`src/design/ple_pkg.sv`:
```
// ----------------------------------------------------------------------------
// ple_pkg
// Shared widths, operation and status codes, and the cell command type
// for the positional list engine.
// ----------------------------------------------------------------------------
package ple_pkg;

  localparam int KIND_W           = 4;
  localparam int VALUE_W          = 32;
  localparam int POS_W            = 5;
  localparam int STATUS_W         = 2;
  localparam int COUNT_W          = 5;
  localparam int DEFAULT_CAPACITY = 16;

  localparam logic [KIND_W-1:0] KIND_PUSH_BACK  = 4'd0;
  localparam logic [KIND_W-1:0] KIND_PUSH_FRONT = 4'd1;
  localparam logic [KIND_W-1:0] KIND_INSERT     = 4'd2;
  localparam logic [KIND_W-1:0] KIND_DELETE     = 4'd3;
  localparam logic [KIND_W-1:0] KIND_POP_BACK   = 4'd4;
  localparam logic [KIND_W-1:0] KIND_POP_FRONT  = 4'd5;
  localparam logic [KIND_W-1:0] KIND_GET        = 4'd6;
  localparam logic [KIND_W-1:0] KIND_FRONT      = 4'd7;
  localparam logic [KIND_W-1:0] KIND_BACK       = 4'd8;

  localparam logic [STATUS_W-1:0] ST_OK     = 2'd0;
  localparam logic [STATUS_W-1:0] ST_BOUNDS = 2'd1;
  localparam logic [STATUS_W-1:0] ST_EMPTY  = 2'd2;
  localparam logic [STATUS_W-1:0] ST_FULL   = 2'd3;

  // shift command broadcast to every cell of the row
  typedef struct packed {
    logic ins;  // open a gap at the target and write the new value there
    logic del;  // close the gap at the target
  } shift_cmd_t;

endpackage

```
`src/design/ple_cell.sv`:
```
// ----------------------------------------------------------------------------
// ple_cell
// One storage cell of the list row. Holds one entry and takes the value of
// its left or right neighbor when the row shifts, or the new value at the target.
// ----------------------------------------------------------------------------
module ple_cell #(
  parameter int ID    = 0,
  parameter int CMP_W = 5
) (
  input  logic                             clk,
  input  ple_pkg::shift_cmd_t              cmd,
  input  logic [CMP_W-1:0]                 target,
  input  logic signed [ple_pkg::VALUE_W-1:0] new_value,
  input  logic signed [ple_pkg::VALUE_W-1:0] left_value,
  input  logic signed [ple_pkg::VALUE_W-1:0] right_value,
  output logic signed [ple_pkg::VALUE_W-1:0] value
);
  import ple_pkg::*;

  localparam logic [CMP_W-1:0] MY_ID = CMP_W'(ID);

  logic signed [VALUE_W-1:0] value_next;

  always_comb begin
    value_next = value;
    if (cmd.ins) begin
      if (MY_ID > target) begin
        value_next = left_value;
      end else if (MY_ID == target) begin
        value_next = new_value;
      end
    end else if (cmd.del) begin
      if (MY_ID >= target) begin
        value_next = right_value;
      end
    end
  end

  always_ff @(posedge clk) begin
    value <= value_next;
  end

endmodule

```
`src/design/positional_list_engine.sv`:
```
// ----------------------------------------------------------------------------
// positional_list_engine
// Bounded ordered list of signed 32-bit values held in a row of cells.
// ----------------------------------------------------------------------------
// Usage:
//   Input channel (in_valid / in_stall) carries one operation per transfer:
//   kind, item_value and position. Output channel (out_valid / out_stall)
//   returns exactly one result per operation: read_value, status,
//   entry_count and is_empty.
//   The result of an accepted operation is registered and is shown on
//   the output from the next cycle on.
//   Throughput is one operation per cycle while no result waits under
//   out_stall. Inserts and deletes shift every cell of the row in the
//   same cycle, so each operation sees the list as the one before left it.
//   The single output register is the only buffer: while a result waits
//   under out_stall, in_stall is raised and the result holds unchanged.
//   Reset empties the list and drops any pending result; the stored values
//   are not cleared, as no entry at or beyond the count is ever returned.
// ----------------------------------------------------------------------------
module positional_list_engine #(
  parameter int CAPACITY = ple_pkg::DEFAULT_CAPACITY
) (
  input  logic                               clk,
  input  logic                               rst,
  input  logic                               in_valid,
  output logic                               in_stall,
  input  logic [ple_pkg::KIND_W-1:0]         kind,
  input  logic signed [ple_pkg::VALUE_W-1:0] item_value,
  input  logic [ple_pkg::POS_W-1:0]          position,
  output logic                               out_valid,
  input  logic                               out_stall,
  output logic signed [ple_pkg::VALUE_W-1:0] read_value,
  output logic [ple_pkg::STATUS_W-1:0]       status,
  output logic [ple_pkg::COUNT_W-1:0]        entry_count,
  output logic                               is_empty
);
  import ple_pkg::*;

  localparam int CNT_W = $clog2(CAPACITY + 1);
  localparam int IDX_W = $clog2(CAPACITY);
  localparam int CMP_W = (CNT_W > POS_W) ? CNT_W : POS_W;
  localparam logic [CNT_W-1:0] FULL_COUNT = CNT_W'(CAPACITY);

  logic signed [VALUE_W-1:0] cell_q [CAPACITY];

  logic [CNT_W-1:0]   count;
  logic [CNT_W-1:0]   count_next;
  logic [CMP_W-1:0]   count_x;
  logic [CMP_W-1:0]   pos_x;
  logic [CMP_W-1:0]   target;
  logic [CMP_W-1:0]   rd_addr;
  logic               accept;
  logic               do_ins;
  logic               do_del;
  logic               rd_hit;
  logic               rd_neg;
  logic [STATUS_W-1:0] st;
  logic signed [VALUE_W-1:0] rd_cell;
  logic signed [VALUE_W-1:0] rd_result;
  shift_cmd_t         cmd;

  assign in_stall = out_valid & out_stall;
  assign accept   = in_valid & ~in_stall;
  assign count_x  = CMP_W'(count);
  assign pos_x    = CMP_W'(position);

  always_comb begin
    do_ins  = 1'b0;
    do_del  = 1'b0;
    rd_hit  = 1'b0;
    rd_neg  = 1'b0;
    st      = ST_OK;
    target  = pos_x;
    rd_addr = '0;
    unique case (kind)
      KIND_PUSH_BACK, KIND_PUSH_FRONT, KIND_INSERT: begin
        if (kind == KIND_PUSH_BACK) begin
          target = count_x;
        end else if (kind == KIND_PUSH_FRONT) begin
          target = '0;
        end
        if (count == FULL_COUNT) begin
          st = ST_FULL;
        end else if (target > count_x) begin
          st = ST_BOUNDS;
        end else begin
          do_ins = 1'b1;
        end
      end
      KIND_DELETE, KIND_POP_BACK, KIND_POP_FRONT: begin
        if (kind == KIND_POP_BACK) begin
          target = count_x - CMP_W'(1);
        end else if (kind == KIND_POP_FRONT) begin
          target = '0;
        end
        if (count == '0) begin
          st = ST_EMPTY;
        end else if (target >= count_x) begin
          st = ST_BOUNDS;
        end else begin
          do_del = 1'b1;
        end
      end
      KIND_GET: begin
        rd_addr = pos_x;
        if (count == '0) begin
          st = ST_EMPTY;
        end else if (pos_x >= count_x) begin
          st = ST_BOUNDS;
        end else begin
          rd_hit = 1'b1;
        end
      end
      KIND_FRONT, KIND_BACK: begin
        rd_addr = (kind == KIND_BACK) ? count_x - CMP_W'(1) : '0;
        if (count == '0) begin
          st     = ST_EMPTY;
          rd_neg = 1'b1;
        end else begin
          rd_hit = 1'b1;
        end
      end
      default: begin
      end
    endcase
  end

  // single read port into the row; only addresses below the count are used
  assign rd_cell   = cell_q[rd_addr[IDX_W-1:0]];
  assign rd_result = rd_neg ? -32'sd1 : (rd_hit ? rd_cell : '0);

  always_comb begin
    count_next = count;
    if (do_ins) begin
      count_next = count + CNT_W'(1);
    end else if (do_del) begin
      count_next = count - CNT_W'(1);
    end
  end

  assign cmd.ins = accept & do_ins;
  assign cmd.del = accept & do_del;

  for (genvar i = 0; i < CAPACITY; i++) begin : g_cell
    logic signed [VALUE_W-1:0] left_v;
    logic signed [VALUE_W-1:0] right_v;
    if (i == 0) begin : g_first
      assign left_v = item_value;
    end else begin : g_mid_l
      assign left_v = cell_q[i-1];
    end
    if (i == CAPACITY - 1) begin : g_last
      assign right_v = cell_q[i];
    end else begin : g_mid_r
      assign right_v = cell_q[i+1];
    end
    ple_cell #(
      .ID    (i),
      .CMP_W (CMP_W)
    ) u_cell (
      .clk         (clk),
      .cmd         (cmd),
      .target      (target),
      .new_value   (item_value),
      .left_value  (left_v),
      .right_value (right_v),
      .value       (cell_q[i])
    );
  end

  always_ff @(posedge clk) begin
    if (rst) begin
      count     <= '0;
      out_valid <= 1'b0;
    end else begin
      if (accept) begin
        count     <= count_next;
        out_valid <= 1'b1;
      end else if (!out_stall) begin
        out_valid <= 1'b0;
      end
    end
  end

  // result payload, loaded on every input transfer
  always_ff @(posedge clk) begin
    if (accept) begin
      read_value  <= rd_result;
      status      <= st;
      entry_count <= COUNT_W'(count_next);
      is_empty    <= (count_next == '0);
    end
  end

endmodule

```
`config.mk`:
```
export PLATFORM = sky130hd
export DESIGN_NAME = positional_list_engine
export DESIGN_NICKNAME = d
export VERILOG_FILES = /design/src/design/ple_pkg.sv /design/src/design/ple_cell.sv /design/src/design/positional_list_engine.sv
export SDC_FILE = /design/constraint.sdc
export NUM_CORES = 1
export LEC_CHECK = 0
export BUFFER_PORTS_ARGS = -buffer_cell sky130_fd_sc_hd__buf_2
export CORE_ASPECT_RATIO = 1.4
export CORE_UTILIZATION = 35
export CTS_CLUSTER_SIZE = 12
export DETAILED_ROUTE_END_ITERATION = 8
export SYNTH_ARGS = -nofsm -noshare
export SYNTH_HDL_FRONTEND = slang
export SYNTH_SLANG_ARGS = --single-unit
```
`constraint.sdc`:
```
create_clock -name clk -period 14.45 [get_ports clk]
set_input_delay 0.7225 -clock clk [delete_from_list [all_inputs] [get_ports clk]]
set_output_delay 0.7225 -clock clk [all_outputs]
set_load 0.005 [all_outputs]
```
==> results.json <==
{
  "p_int_mw": 2.75,
  "period_needed_ps": 5850,
  "postCtsHoldBufs": 0,
  "async_flop_share_pct": 0,
  "slew_headroom_pct": 19.0,
  "ys.flop_type": "edfxtp_1",
  "grt_pass1_wl_um": 194000,
  "synth.most_common_cell": "edfxtp_1",
  "p_switching_mw": 1.17,
  "drv_cap": 0,
  "power.density_mw_per_mm2": 106,
  "num_vias": 30500,
  "timing.rr.start": "count[0]",
  "min_period_over_period_pct": 40.5,
  "hold_viol": 0,
  "firstDrtPassIters": 7,
  "detail_route.wl_per_cell_um": 29.8,
  "drtIter0Drc": 3946,
  "syn_area_sq_mm": 0.0336,
  "die_w_um": 264,
  "ys_top_cells_by_count": "edfxtp_1, nand2_1, clkbuf_1, mux2i_1, o211ai_1",
  "row_count": 134,
  "syn_inst": 3347,
  "grt_start_max_net_pins": 204,
  "clock_latency_ps": 680,
  "synth_xor_area_share_pct": 0.157,
  "design_area_sq_mm": 0.0369,
  "crit_type": "flop to flop",
  "sw_frac_of_total_pct": 29.8,
  "peakVddDrop_mv": 0.0948,
  "gp_congestion": 0.840,
  "setup_viol": 0,
  "min_from": "in_valid",
  "finalSetupTns_ps": 0,
  "synthMuxAreaShare_pct": 8.74,
  "ys_seq_elements": 558,
  "ys_types": 61,
  "track_usage_pct": 26.3,
  "synth_fa_ha_area_share_pct": 0.634,
  "nFillCells": 9377,
  "grt_pass1_vias": 29100,
  "grt-ovfl-total": 0,
  "clock_sinks": 558,
  "syn-num-nets": 3409,
  "antenna_found_initial": 6,
  "area_delta_synth_final_pct": 9.91,
  "cts_max_path_buffers": 3,
  "ioPinCount": 87,
  "ff2ff_setup_slack_ps": 8600,
  "clkPwrFrac_pct": 38.9,
  "yosys.area.top_type": "edfxtp_1",
  "power_frac_seq_pct": 46.4,
  "synth_top_family_by_area": "simple AND/OR/NAND/NOR gates",
  "endpoint_kind": "flop",
  "avgSynthCellArea_sq_um": 10.0,
  "worst_slack_ps": 8600,
  "drc_errors": 0,
  "yosysWarnings": 0,
  "cts_setup_buffers": 0,
  "path_max_fanout": 17,
  "synth_simple_gate_area_share_pct": 18.0,
  "pre_cts_ws_ps": 8180,
  "clock_skew_ps": 21.7,
  "leakage_nw": 11.5,
  "hold_path_class": "input pin to flop",
  "post_dp_cell_area_sq_mm": 0.0350,
  "via_per_inst": 6.87,
  "cts_resized": 0,
  "finalMaxSlewViolations": 0,
  "cts_root_buf": "clkbuf_16",
  "seq_area_frac_synth_pct": 49.7,
  "clk_pin_slew_ps": 70,
  "outcome": "complete, no violations",
  "ant_nets": 0,
  "worstHoldPathCells": 3,
  "synth_edf_count": 552,
  "rr_worst_depth": 13,
  "crit_required_ps": 14760,
  "pwr-share-comb_pct": 14.7,
  "yosys-top-cells-area": "edfxtp_1, mux2i_1, nand2_1",
  "die_area_sq_mm": 0.0972,
  "drive_gt1_share_pct": 10.7,
  "synth_compound_area_share_pct": 17.8,
  "rsz0062_at_grt": "no",
  "synth_top_area_share_pct": 49.4,
  "final_nets": 3230,
  "cts_tree": "built",
  "tightestPinTransition_ps": 1210,
  "core_sq_mm": 0.0952,
  "port_buffers": 86,
  "hpwl_um": 70900,
  "cts_max_level": 2,
  "reg2reg_to": "g_cell[13].u_cell.value[25]",
  "cts_made_buffers": 61,
  "max_freq_ghz": 0.171,
  "routed_wl_um": 133000,
  "arrival_ps": 6150,
  "final_util_pct": 38.7,
  "chipHeight_um": 368,
  "start_kind": "flop",
  "hold_end": "out_valid",
  "initial_core_util_pct": 35.2
}
-- kinds of logic (layout without fill, tap and decap cells) --
family                     count (synthesis)  count (layout)
xor gates and xnor gates                   6               6
other                                      0               5
and+or+nand+nor                         1225            1225
adders and majority gates                 17              17
DFF                                      558             558
muxes                                    289             289
buffers and inverters                    419             289
AOI/OAI and AO/OA                        833             833
-- final cells by class --
class                           count  area [sq um]  area share [%]
Multi-Input combinational cell   2370         15700            42.5
Clock buffer                       73          1590            4.32
Clock inverter                     39           260           0.705
Inverter                           13          48.8           0.132
Tap cell                         1224          1530            4.15
Antenna cell                        5          12.5          0.0339
Sequential cell                   558         16700            45.3
Timing Repair Buffer              164          1080            2.92
-- how the worst max path moves through the flow --
stage / slack (ps) / cells past startpoint / to / start
after global placement: 8230 / 13 / g_cell[3].u_cell.value[21] / kind[3]
after floorplan: 5170 / 12 / g_cell[8].u_cell.value[0] / kind[3]
after global routing: 8290 / 13 / g_cell[13].u_cell.value[23] / count[0]
after detailed placement: 8180 / 13 / g_cell[4].u_cell.value[21] / kind[3]
final: 8600 / 13 / g_cell[13].u_cell.value[25] / count[0]
after CTS: 8670 / 13 / g_cell[13].u_cell.value[25] / count[0]
-- worst max-delay path: stages, from the launching register on --
cell	delay, ps
dfxtp_1	510
inv_1	190
ha_1	280
nor3b_2	550
xnor2_1	190
a22o_1	290
ha_1	330
a21o_1	240
a311oi_1	730
a21oi_1	300
nand2b_1	230
buf_4	290
nor2_4	780
buf_4	530
-- metrics by stage --
step	cells	hold WS, ps	power [mW]
3_5_place_dp	4329	530	2.41
2_1_floorplan	3347	479	2.17
4_1_cts	4441	278	3.92
5_1_grt	4441	298	4.01
6_report	4446	291	3.92
3_3_place_gp	4329	528	2.40
-- registers in the layout, summed over array words and instances, names as in the netlist --
name and cells:
count 5, entry_count 5, out_valid 1, g_cell.u_cell.value 512
read_value 32, is_empty 1, status 2
-- layout by cell type (no fill, tap or decap), types with 6 or more instances in the layout --
cell type    n
edfxtp_1   552
nand2_1    501
mux2i_1    256
o211ai_1   192
nand3_1    167
a221o_1    162
nand4_1    161
nor4_1     161
o22ai_1    129
o21ai_0    123
buf_2       86
buf_4       73
nor2_1      71
a31oi_1     68
clkbuf_16   62
a21oi_1     49
and2_1      34
and3_1      34
mux2_2      33
o31ai_1     33
or4_1       32
clkinv_1    20
ha_1        17
nor2_4      14
inv_1       11
clkbuf_1    11
clkinv_2    11
a21o_1       9
o21ai_1      9
nor3_1       8
o21ai_4      7
a211oi_1     6
a22o_1       6
a21oi_4      6
dfxtp_1      6
-- layer usage --
layer	GRT usage [%]	part of all wire [%]	wire (um)	vias to the layer above
li1	-	-	-	12900
met1	34.0	38	50900	15000
met2	41.8	46	60600	2127
met3	4.80	10	13900	467
met4	13.7	5.5	7230	6
met5	0	0.027	36	-
-- power by group through the flow --
stage / combinational [mW] / clock (mW) / sequential, mW
after floorplan: 0.322 / 0 / 1.85
after global placement: 0.550 / 0 / 1.85
after detailed placement: 0.554 / 0 / 1.85
after CTS: 0.555 / 1.55 / 1.82
after global routing: 0.591 / 1.59 / 1.82
final: 0.576 / 1.53 / 1.82
Power figures use the tool's default switching activity.
